<file path="src/rtl/ktap_pkg.sv">
`timescale 1ns / 1ps
`default_nettype none
// -----------------------------------------------------------------------------
// ktap_pkg
// Shared types and codes for the key tap, double-tap and auto-repeat classifier.
// -----------------------------------------------------------------------------
package ktap_pkg;

   localparam int CFG_BITS  = 16;
   localparam int EV_BITS   = 2;
   localparam int TIME_IN_BITS = 32;
   localparam int CSR_ADDR_BITS = 4;
   localparam int CSR_DATA_BITS = 32;
   localparam int REQ_DATA_BITS = 40;
   localparam int RSP_DATA_BITS = 8;

   // Event codes carried in key_event.
   localparam logic [EV_BITS-1:0] EV_NONE   = 2'd0;
   localparam logic [EV_BITS-1:0] EV_SINGLE = 2'd1;
   localparam logic [EV_BITS-1:0] EV_DOUBLE = 2'd2;
   localparam logic [EV_BITS-1:0] EV_REPEAT = 2'd3;

   // Register indexes (word address on the configuration port).
   localparam logic [1:0] REG_DOUBLE_TAP_WINDOW = 2'd0;
   localparam logic [1:0] REG_LONG_PRESS_DELAY  = 2'd1;
   localparam logic [1:0] REG_REPEAT_INTERVAL   = 2'd2;

   localparam logic [CFG_BITS-1:0] DOUBLE_TAP_WINDOW_RST = 16'd300;
   localparam logic [CFG_BITS-1:0] LONG_PRESS_DELAY_RST  = 16'd300;
   localparam logic [CFG_BITS-1:0] REPEAT_INTERVAL_RST   = 16'd50;

   typedef struct packed {
      logic [CFG_BITS-1:0] double_tap_window;
      logic [CFG_BITS-1:0] long_press_delay;
      logic [CFG_BITS-1:0] repeat_interval;
   } ktap_cfg_type;

endpackage
`default_nettype wire

</file>
<file path="src/rtl/ktap_classify.sv">
`timescale 1ns / 1ps
`default_nettype none
// -----------------------------------------------------------------------------
// ktap_classify
// Combinational classification of one key sample against the timing state.
// -----------------------------------------------------------------------------
module ktap_classify
   import ktap_pkg::*;
#(
   parameter int TIME_BITS = 32
) (
   input  wire ktap_cfg_type         cfg,
   input  wire logic                 press_edge,
   input  wire logic                 key_held,
   input  wire logic [TIME_BITS-1:0] time_now,
   input  wire logic [TIME_BITS-1:0] last_press_time,
   input  wire logic [TIME_BITS-1:0] last_event_time,
   input  wire logic                 awaiting_long_press,
   output logic [TIME_BITS-1:0]      last_press_time_next,
   output logic [TIME_BITS-1:0]      last_event_time_next,
   output logic                      awaiting_long_press_next,
   output logic [EV_BITS-1:0]        key_event
);

   logic [TIME_BITS-1:0] since_press;
   logic [TIME_BITS-1:0] since_event;
   logic [TIME_BITS-1:0] window_ext;
   logic [TIME_BITS-1:0] delay_ext;
   logic [TIME_BITS-1:0] interval_ext;

   // Differences wrap naturally at the state width.
   assign since_press  = time_now - last_press_time;
   assign since_event  = time_now - last_event_time;
   assign window_ext   = TIME_BITS'(cfg.double_tap_window);
   assign delay_ext    = TIME_BITS'(cfg.long_press_delay);
   assign interval_ext = TIME_BITS'(cfg.repeat_interval);

   always_comb begin
      last_press_time_next     = last_press_time;
      last_event_time_next     = last_event_time;
      awaiting_long_press_next = awaiting_long_press;
      key_event                = EV_NONE;
      // A press edge always wins over the held level.
      priority if (press_edge) begin
         last_event_time_next     = time_now;
         awaiting_long_press_next = 1'b1;
         if (since_press < window_ext) begin
            last_press_time_next = '0;
            key_event            = EV_DOUBLE;
         end else begin
            last_press_time_next = time_now;
            key_event            = EV_SINGLE;
         end
      end else if (key_held) begin
         if (awaiting_long_press) begin
            if (since_event > delay_ext) begin
               last_event_time_next     = time_now;
               awaiting_long_press_next = 1'b0;
               key_event                = EV_REPEAT;
            end
         end else if (since_event > interval_ext) begin
            last_event_time_next = time_now;
            key_event            = EV_REPEAT;
         end
      end else begin
         key_event = EV_NONE;
      end
   end

endmodule
`default_nettype wire

</file>
<file path="src/rtl/key_tap_double_tap_repeat.sv">
// An accepted req item passes the input register, then the result register, to
// become its rsp item. Throughput: one item per cycle unless rsp_tready stalls the output;
// every item gives one result; the timing state is updated at the same edge the result is registered.
// Reset: synchronous, active high; clears the valid flags, the timing state and
// loads the register defaults (300 ms window, 300 ms delay, 50 ms interval).
`timescale 1ns / 1ps
`default_nettype none
// -----------------------------------------------------------------------------
// key_tap_double_tap_repeat
// Single-key tap, double-tap and auto-repeat classifier with stream ports.
// -----------------------------------------------------------------------------
module key_tap_double_tap_repeat
   import ktap_pkg::*;
#(
   parameter int TIME_BITS = 32
) (
   input  wire logic                     clock,
   input  wire logic                     reset,
   input  wire logic                     req_tvalid,
   output logic                          req_tready,
   // [0] press_edge, [1] key_held, [33:2] time_now, [39:34] zero
   input  wire logic [REQ_DATA_BITS-1:0] req_tdata,
   output logic                          rsp_tvalid,
   input  wire logic                     rsp_tready,
   // [1:0] key_event, [7:2] zero
   output logic [RSP_DATA_BITS-1:0]      rsp_tdata,
   input  wire logic                     csr_psel,
   input  wire logic                     csr_penable,
   input  wire logic                     csr_pwrite,
   input  wire logic [CSR_ADDR_BITS-1:0] csr_paddr,
   input  wire logic [CSR_DATA_BITS-1:0] csr_pwdata,
   output logic [CSR_DATA_BITS-1:0]      csr_prdata,
   output logic                          csr_pready
);

   ktap_cfg_type cfg_ff, cfg_in;

   logic                 stage_valid_ff, stage_valid_in;
   logic                 stage_edge_ff, stage_edge_in;
   logic                 stage_held_ff, stage_held_in;
   logic [TIME_BITS-1:0] stage_time_ff, stage_time_in;

   logic [TIME_BITS-1:0] last_press_time_ff, last_press_time_in;
   logic [TIME_BITS-1:0] last_event_time_ff, last_event_time_in;
   logic                 awaiting_ff, awaiting_in;

   logic                 rsp_valid_ff, rsp_valid_in;
   logic [EV_BITS-1:0]   rsp_event_ff, rsp_event_in;

   logic [TIME_BITS-1:0] press_next;
   logic [TIME_BITS-1:0] event_next;
   logic                 awaiting_next;
   logic [EV_BITS-1:0]   event_code;
   logic [TIME_BITS+TIME_IN_BITS-1:0] time_wide;
   logic                 rsp_load;
   logic                 csr_write;
   logic [1:0]           csr_index;

   // Configuration port.
   assign csr_pready = 1'b1;
   assign csr_write  = csr_psel && csr_penable && csr_pwrite && csr_pready;
   assign csr_index  = csr_paddr[3:2];

   always_comb begin
      cfg_in = cfg_ff;
      if (csr_write) begin
         unique case (csr_index)
            REG_DOUBLE_TAP_WINDOW: cfg_in.double_tap_window = csr_pwdata[CFG_BITS-1:0];
            REG_LONG_PRESS_DELAY:  cfg_in.long_press_delay  = csr_pwdata[CFG_BITS-1:0];
            REG_REPEAT_INTERVAL:   cfg_in.repeat_interval   = csr_pwdata[CFG_BITS-1:0];
            default:               cfg_in = cfg_ff;
         endcase
      end
   end

   always_comb begin
      unique case (csr_index)
         REG_DOUBLE_TAP_WINDOW: csr_prdata = CSR_DATA_BITS'(cfg_ff.double_tap_window);
         REG_LONG_PRESS_DELAY:  csr_prdata = CSR_DATA_BITS'(cfg_ff.long_press_delay);
         REG_REPEAT_INTERVAL:   csr_prdata = CSR_DATA_BITS'(cfg_ff.repeat_interval);
         default:               csr_prdata = '0;
      endcase
   end

   // The result register loads when the input register holds an item and it is empty or being drained.
   assign rsp_load   = stage_valid_ff && (!rsp_valid_ff || rsp_tready);
   assign req_tready = !stage_valid_ff || rsp_load;

   // Only the low TIME_BITS bits of the timestamp matter; wider states zero-extend.
   assign time_wide = {{TIME_BITS{1'b0}}, req_tdata[33:2]};

   always_comb begin
      stage_valid_in = stage_valid_ff;
      stage_edge_in  = stage_edge_ff;
      stage_held_in  = stage_held_ff;
      stage_time_in  = stage_time_ff;
      if (req_tready) begin
         stage_valid_in = req_tvalid;
         stage_edge_in  = req_tdata[0];
         stage_held_in  = req_tdata[1];
         stage_time_in  = time_wide[TIME_BITS-1:0];
      end
   end

   ktap_classify #(
      .TIME_BITS (TIME_BITS)
   ) u_classify (
      .cfg                      (cfg_ff),
      .press_edge               (stage_edge_ff),
      .key_held                 (stage_held_ff),
      .time_now                 (stage_time_ff),
      .last_press_time          (last_press_time_ff),
      .last_event_time          (last_event_time_ff),
      .awaiting_long_press      (awaiting_ff),
      .last_press_time_next     (press_next),
      .last_event_time_next     (event_next),
      .awaiting_long_press_next (awaiting_next),
      .key_event                (event_code)
   );

   always_comb begin
      last_press_time_in = last_press_time_ff;
      last_event_time_in = last_event_time_ff;
      awaiting_in        = awaiting_ff;
      rsp_event_in       = rsp_event_ff;
      rsp_valid_in       = rsp_valid_ff && !rsp_tready;
      if (rsp_load) begin
         last_press_time_in = press_next;
         last_event_time_in = event_next;
         awaiting_in        = awaiting_next;
         rsp_event_in       = event_code;
         rsp_valid_in       = 1'b1;
      end
   end

   always_ff @(posedge clock) begin
      if (reset) begin
         cfg_ff.double_tap_window <= DOUBLE_TAP_WINDOW_RST;
         cfg_ff.long_press_delay  <= LONG_PRESS_DELAY_RST;
         cfg_ff.repeat_interval   <= REPEAT_INTERVAL_RST;
         stage_valid_ff           <= 1'b0;
         rsp_valid_ff             <= 1'b0;
         last_press_time_ff       <= '0;
         last_event_time_ff       <= '0;
         awaiting_ff              <= 1'b0;
      end else begin
         cfg_ff             <= cfg_in;
         stage_valid_ff     <= stage_valid_in;
         rsp_valid_ff       <= rsp_valid_in;
         last_press_time_ff <= last_press_time_in;
         last_event_time_ff <= last_event_time_in;
         awaiting_ff        <= awaiting_in;
      end
   end

   always_ff @(posedge clock) begin
      stage_edge_ff <= stage_edge_in;
      stage_held_ff <= stage_held_in;
      stage_time_ff <= stage_time_in;
      rsp_event_ff  <= rsp_event_in;
   end

   assign rsp_tvalid = rsp_valid_ff;
   assign rsp_tdata  = {{(RSP_DATA_BITS-EV_BITS){1'b0}}, rsp_event_ff};

`ifndef SYNTHESIS
   // The long-press wait is only armed by a tap.
   a_arm_by_tap: assert property (@(posedge clock) disable iff (reset)
      (rsp_load && !awaiting_ff && awaiting_next) |-> stage_edge_ff)
      else $error("long-press wait armed without a press edge");

   // A sample with a press edge never yields a repeat.
   a_no_repeat_on_edge: assert property (@(posedge clock) disable iff (reset)
      (rsp_load && stage_edge_ff) |-> (event_code == EV_SINGLE || event_code == EV_DOUBLE))
      else $error("press edge not classified as a tap");

   // A double tap clears the recorded press time.
   a_double_clears: assert property (@(posedge clock) disable iff (reset)
      (rsp_load && event_code == EV_DOUBLE) |=> (last_press_time_ff == '0))
      else $error("press time not cleared after double tap");
`endif

endmodule
`default_nettype wire
</file>
<file path="config.mk">
export PLATFORM = sky130hd
export DESIGN_NAME = key_tap_double_tap_repeat
export DESIGN_NICKNAME = d
export VERILOG_FILES = /design/src/rtl/ktap_pkg.sv /design/src/rtl/ktap_classify.sv /design/src/rtl/key_tap_double_tap_repeat.sv
export SDC_FILE = /design/constraint.sdc
export NUM_CORES = 1
export LEC_CHECK = 0
export BUFFER_PORTS_ARGS = -buffer_cell sky130_fd_sc_hd__buf_2
export CELL_PAD_IN_SITES_DETAIL_PLACEMENT = 0
export CELL_PAD_IN_SITES_GLOBAL_PLACEMENT = 1
export CORE_ASPECT_RATIO = 1.75
export CORE_UTILIZATION = 42
export CTS_BUF_LIST = sky130_fd_sc_hd__clkbuf_4 sky130_fd_sc_hd__clkbuf_8
export DETAILED_ROUTE_END_ITERATION = 8
export GPL_ROUTABILITY_DRIVEN = 0
export PLACE_DENSITY = 0.86
export SLEW_MARGIN = 20
export SYNTH_ARGS = -nofsm -noshare
export SYNTH_HDL_FRONTEND = slang
export SYNTH_HIERARCHICAL = 1
export SYNTH_SLANG_ARGS = --single-unit
</file>
<file path="constraint.sdc">
create_clock -name clock -period 4.2 [get_ports clock]
set_input_delay 0.84 -clock clock [delete_from_list [all_inputs] [get_ports clock]]
set_output_delay 0.84 -clock clock [all_outputs]
set_load 0.05 [all_outputs]
</file>
**Word level (Yosys, flattened, before mapping)**

Index checks and enable logic that the tools add are counted.

- Register bits after elaboration: 151
- Input port bits: 83
- Output and inout port bits: 43
- Logic and storage cells: 56

- Add/sub/neg operators: 2
- $lt $le $gt $ge: 3
- Equal/unequal tests: 3
- Muxes and demuxes: 18
- Reductions and logical operators: 18

Operator list:

| operator | count |
|---|---|
| two-way mux 32 bit | 6 |
| greater-than comparator 32 x 16 -> 1 bit | 2 |
| subtractor 32 bit | 2 |
| case mux 16 bit (3 select lines) | 1 |
| < comparator 32 x 16 -> 1 bit | 1 |
| two-way mux 2 bit | 6 |
| AND reduction 2 bit | 5 |
| two-way mux 1 bit | 5 |
| logical AND 1 bit | 4 |
| AND reduction 4 bit | 1 |
| logical NOT 1 bit | 3 |
| inequality test 3 x 2 -> 1 bit (second input constant) | 1 |
| nonzero test 3 bit | 1 |
| equality test 2 x 1 -> 1 bit (second input constant) | 1 |
| equality test 2 bit (second input constant) | 1 |
| logical NOT 2 bit | 1 |
| logical OR 1 bit | 2 |
| nonzero test 2 bit | 1 |

**Depth between registers and ports, before layout**

- Word-level depth: 6
- Mapped depth: 23
- Depth with buffers taken out: 21

**Modules after synthesis**

The synthesis kept the hierarchy.

By module, submodules not included:

| module | times used | cells each | area an instance (um^2) | sequential area each (um^2) |
|---|---|---|---|---|
| ktap_classify | 1 | 913 | 6313.6 | 0.0 |
| key_tap_double_tap_repeat | 1 | 607 | 6057.1 | 3383.2 |

**Least setup slack after synthesis**

OpenSTA, ideal clock, no wires.

- Path type: flip-flop to flip-flop
- Start: register stage_time_ff[0]
- End: register last_press_time_ff[29]
- Setup time: 132 ps
- Arrival: 4227 ps
- Data required time: 4068 ps
- Setup slack: -159 ps
- Stages on the path, launching flop included: 24
- Buffers on the path: 2
- Period minus slack after synthesis: 4359 ps
- Path through: edfxtp_1 > inv_1 > ha_1 > inv_1 > fa_1 > a21o_1 > a31o_1 > a21oi_1 > o31a_1 > o21ai_0 > xor2_1 > ha_1 > a21o_1 > a222oi_1 > o21ai_0 > nor4_1 > o2111ai_1 > nor4_1 > and4_1 > buf_4 > buf_6 > o22ai_1 > nand3_1 > a21oi_1

- Word-level cells in the longest chain between the ends: 3

RTL lines:

| element | line | text |
|---|---|---|
| from (decl) | key_tap_double_tap_repeat.sv:41 | `logic [TIME_BITS-1:0] stage_time_ff, stage_time_in;` |
| from (signal assigned) | key_tap_double_tap_repeat.sv:159 | `stage_time_ff <= stage_time_in;` |
| subtractor 32 bit | ktap_classify.sv:32 | `assign since_press = time_now - last_press_time;` |
| < comparator 32 x 16 -> 1 bit | ktap_classify.sv:47 | `if (since_press < window_ext) begin` |
| two-way mux 32 bit | ktap_classify.sv:47 |  |
| to (signal assigned) | key_tap_double_tap_repeat.sv:150 | `last_press_time_ff <= last_press_time_in;` |
| to (decl) | key_tap_double_tap_repeat.sv:43 | `logic [TIME_BITS-1:0] last_press_time_ff, last_press_time_in;` |

No other way between the ends.
A chain may end at the register's enable or synchronous reset.

**Worst setup path after layout**

- Start: register stage_time_ff[5]
- End: register rsp_event_ff[1] (data pin)

- Word-level cells in the longest chain between the ends: 6
- Elaborated cells on any way between the ends: 11
- Those cells by class: add/sub: 2; order compare: 3; mux: 6

RTL lines:

| element | line | text |
|---|---|---|
| subtractor 32 bit | ktap_classify.sv:33 | `assign since_event = time_now - last_event_time;` |
| greater-than comparator 32 x 16 -> 1 bit (on tied branches) | ktap_classify.sv:61, ktap_classify.sv:56 |  |
| two-way mux 2 bit (on tied branches) | ktap_classify.sv:61, ktap_classify.sv:56 |  |
| two-way mux 2 bit | ktap_classify.sv:55 | `if (awaiting_long_press) begin` |
| two-way mux 2 bit | ktap_classify.sv:54 | `end else if (key_held) begin` |
| two-way mux 2 bit * | ktap_classify.sv:44 | `priority if (press_edge) begin` |
| via event_code[1] | key_tap_double_tap_repeat.sv:53 | `logic [EV_BITS-1:0] event_code;` |
| to (signal assigned) | key_tap_double_tap_repeat.sv:160 | `rsp_event_ff <= rsp_event_in;` |
| to (decl) | key_tap_double_tap_repeat.sv:48 | `logic [EV_BITS-1:0] rsp_event_ff, rsp_event_in;` |

Mark *: on every way through the listed nets, which the timed path passes. The rest lies on a longest branch.

==> reports/qor_table.md <==
| Group | Metric | Reported |
|:---|:---|:---|
| worst setup path | Maximum net fanout on the critical path | 3 |
| synth | Largest area contributor in the synthesized netlist | dfxtp_1 |
| synth | Main synth FF type | dfxtp_1 |
| timing | Final period demand of the worst path | 4.68 ns |
| synth | Synth Area in Compound Gates | 22.3% |
| worst setup path | Arrival time at the worst endpoint | 4.94 ns |
| synth | Synth top area cells | dfxtp_1, ha_1, edfxtp_1 |
| routing | Vias per Instance | 5.73 |
| placement | Post-detailed-placement cell area | 13900 um2 |
| clock tree | Clock latency on the worst-skew pair | 0.50 ns |
| clock tree | Root buffer cell | clkbuf_8 |
| global route | Overall fraction of global-route tracks in use | 25.7% |
| synth | Combinational family with the most area after synthesis | compound AO/OA/AOI/OAI gates |
| routing | Detailed Route Iter0 Violations | 617 |
| synth | Syn avg cell area | 8.14 um2 |
| timing | Max frequency | 214 MHz |
| routing | Via count | 12000 |
| worst setup path | Critical Path RT | 4.46 ns |
| synth | Fraction of registers with async set/reset | 0% |
| synth | Synth top area share | 18.6% |
| clock tree | CTS H-tree lvls | 4 |
| clock tree | Buffer depth of the longest clock path | 2 |
| cells and area | Number of nets in the final layout | 1900 |
| global route | Global-route wire length before repair | 61500 um |
| pwr | IR Drop Worst-Case VDD | 0.285 mV |
| timing | Final-report setup violation count | 67 |
| timing | Post-Route Skew | 0.0141 ns |
| status | Failing checks | setup timing |
| worst setup path | Startpoint class of the critical path | flop |
| pwr | Sequential share of power | 35.9% |
| worst setup path | Kind of end point of the critical path | flop |
| routing | Routed wire length | 38700 um |
| synth | Area fraction in and, or, nand and nor cells after synthesis | 17.3% |
| routing | First-pass iteration count of the detailed router | 6 |
| placement | PortBufs | 78 |
| global route | Number of global-route vias before repair | 12000 |
| global route | Maximum number of pins on one net before global-route repair | 112 |
| pwr | Power density relative to cell area | 288 nW/um2 |
| timing | Ratio of final minimum period to clock period | 112% |
| pwr | Sw Pwr | 1.63 mW |
| timing | Setup repair after global routing missed its margin | yes |
| die | Area inside the core boundary | 28800 um2 |
| cells and area | Total non-filler cell area in the finished layout | 15400 um2 |
| synth | Number of distinct library cell variants in the gate-level netlist after synthesis | 93 |
| die | Full die area | 30200 um2 |
| synth | Mux share of post-synthesis cell area | 9.20% |
| worst setup path | Ordered cell list for the critical path | buf_6 > ha_1 > buf_4 > nor3_2 > buf_4 > nor3_1 > o21ai_1 > and2_1 > xnor2_1 > ha_1 > nand3_2 > nor3_2 > buf_4 > nand2_1 > a21oi_1 > nor3_2 > o2bb2ai_4 > buf_4 > or4_4 > o311ai_4 > a21bo_1 |
| pwr | Comb pwr share | 37.0% |
| cells and area | Antenna cells | 0 |
| timing | Final hold vios | 0 |
| pwr | Net switching fraction of the power | 36.6% |
| routing | Post-route ant nets | 0 |
| die | Overall die width | 132 um |
| synth | Share of synthesized area occupied by flip-flops and latches | 27.3% |
| cells and area | Area growth from synthesis to final layout | 24.6% |
| clock tree | Hold_buf cts | 0 |
| synth | Adder-cell share of the synthesized area | 11.3% |
| cells and area | Fraction of final layout cells sized beyond drive strength 1 | 26.2% |
| timing | Fin. max-slew vios | 0 |
| worst setup path | CP Class | flop to flop |
| placement | Worst setup slack before clock tree synthesis | -0.617 ns |
| clock tree | Sinks on the clock net | 151 |
| synth | XOR/XNOR Fraction of Synth Area | 3.40% |
| routing | Remaining routing DRC violations | 0 |
| cells and area | Top library cells by usage in the layout, fill and taps aside | buf_4, inv_1, a21oi_1 |
| worst setup path | Most frequent CP cell | buf_4 |
| placement | Half-perimeter wire length of the detailed placement result | 27900 um |
| clock tree | Number of buffers added by the clock tree synthesis step | 17 |
| die | Row count | 82 |
| timing | Headroom to the max-slew limit | 29.9% |
| pwr | P_leak | 6.32 nW |
| global route | Total global routing overflow | 0 |
| flow run | Max-cap violation count | 0 |
| synth | Register bit count reported by yosys | 151 |
| min path | Path type of the worst min-delay path | flop to flop |
| status | Result of the run | finished with violations |
| worst setup path | Slowest stage cell on the critical path | edfxtp_1 |
| pwr | Part of the total power dissipated in the clock network | 27.1% |
| die | Die Height | 229 um |
| synth | Yosys Warn Count | 6 |
| timing | Fin Hold WS | 0.476 ns |
| cells and area | Fillers | 2621 |
| routing | Avg WL per Cell | 18.5 um |
| die | Initial Utilization | 42.9% |
| synth | EDFF count, synth | 36 |
| worst setup path | Delay of the slowest cell on the worst path | 0.52 ns |
| clock tree | TritonCTS clock tree | built |
| clock tree | Clk slew on worst S/H paths | 0.09 ns |
| synth | Synthesized instance count | 1520 |
| cells and area | Most common cell after layout, fill and taps aside | buf_4 |
| timing | Setup slack of the critical path after layout | -0.483 ns |
| synth | Summed instance area of the synthesized netlist | 12400 um2 |
| global route | Initial antenna violation count | 0 |
| die | Count of boundary I/O pins | 126 |
| timing | Tightest Pin Transition | 1.05 ns |
| pwr | Internal power | 2.82 mW |
-- synthesized netlist by cell type, drive strengths merged (4+ instances only) --
cell	instances
nand3	90
o21a	7
nor2	68
nand2	102
nand4	24
nand2b	64
o31a	5
o2111ai	5
a211oi	6
nor3	17
buf	56
inv	129
or4	4
a21oi	141
o31ai	4
a21o	26
o211ai	13
o22ai	33
edfxtp	36
or3	7
a31oi	11
xor2	18
o21ai	126
a2111oi	5
o311ai	4
nor3b	4
mux2i	68
dfxtp	115
mux2	31
and2	5
and3	8
ha	109
xnor2	30
nor4	7
nor2b	6
o21bai	11
clkbuf	62
-- logic make-up after synthesis --
family	after synthesis
AOI/OAI and AO/OA	442
xor gates and xnor gates	48
adders and majority gates	111
buffers and inverters	247
DFF	151
muxes	99
other	2
and+or+nand+nor	420
-- layer usage --
| layer | global-route usage, % | share of wire [%] | up-vias |
|---|---|---|---|
| met3 | 3.43 | 3.8 | 108 |
| met1 | 26.7 | 38 | 5729 |
| li1 | - | - | 5786 |
| met5 | 0 | 0 | - |
| met2 | 47.5 | 52 | 383 |
| met4 | 17.6 | 6.4 | 0 |
-- registers in the layout (all words and copies together) (netlist names) --
register / flops
cfg_ff: 48
last_event_time_ff: 32
last_press_time_ff: 32
stage_time_ff: 32
rsp_event_ff: 2
awaiting_ff: 1
rsp_tvalid: 1
stage_edge_ff: 1
stage_held_ff: 1
stage_valid_ff: 1
-- power by group through the flow --
| stage | sequential (mW) | clock [mW] | combinational [mW] |
|---|---|---|---|
| after global placement | 1.63 | 0 | 1.43 |
| after floorplan | 1.61 | 0 | 0.991 |
| after global routing | 1.60 | 1.28 | 1.79 |
| final | 1.60 | 1.20 | 1.64 |
| after CTS | 1.60 | 1.23 | 1.57 |
| after detailed placement | 1.63 | 0 | 1.46 |
-- per-stage QoR --
stage          TNS, ns  instances  total power [mW]  util [%]
5_1_grt         -38.22       2097              4.67      53.5
3_5_place_dp    -33.97       2037              3.08      48.3
4_1_cts         -23.92       2095              4.39      52.7
2_1_floorplan        0       1541              2.60         -
3_3_place_gp    -30.34       2037              3.06      48.3
6_report        -26.30       2097              4.44      53.5
-- worst max-delay path, delay by kind of cell, from the launching register on --
kind	cells	cell delay, ns
AOI/OAI and AO/OA	5	0.82
buffers and inverters	5	0.74
xor gates and xnor gates	1	0.33
and+or+nand+nor	8	1.41
adders and majority gates	2	0.65
DFF	1	0.52
-- final timing paths --
kind	cells past startpoint	to	slack, ns	start
worst max-delay path	21	rsp_event_ff[1]$_DFFE_PP_	-0.48	stage_time_ff[5]$_DFFE_PP_
worst min-delay path	2	last_press_time_ff[26]$_SDFFE_PP0P_	0.48	last_press_time_ff[26]$_SDFFE_PP0P_
worst max register to register	21	rsp_event_ff[1]$_DFFE_PP_	-0.48	stage_time_ff[5]$_DFFE_PP_
worst min register to register	2	last_press_time_ff[26]$_SDFFE_PP0P_	0.48	last_press_time_ff[26]$_SDFFE_PP0P_
-- cell type report --
cell class                      count  area, um2  area share [%]
Clock inverter                     15        184            1.19
Multi-Input combinational cell   1143       8630            56.0
Timing Repair Buffer              264       2030            13.2
Sequential cell                   151       3380            22.0
Inverter                          129        484            3.14
Clock buffer                       17        234            1.52
Tap cell                          378        473            3.07
-- what timing repair did --
item,CTS,global route
endpoints found under the setup margin,67,67
buffers inserted,20,5
resized for setup,103,43
cloned,7,0
pin swaps,78,40
(Power assumes the default switching activity.)
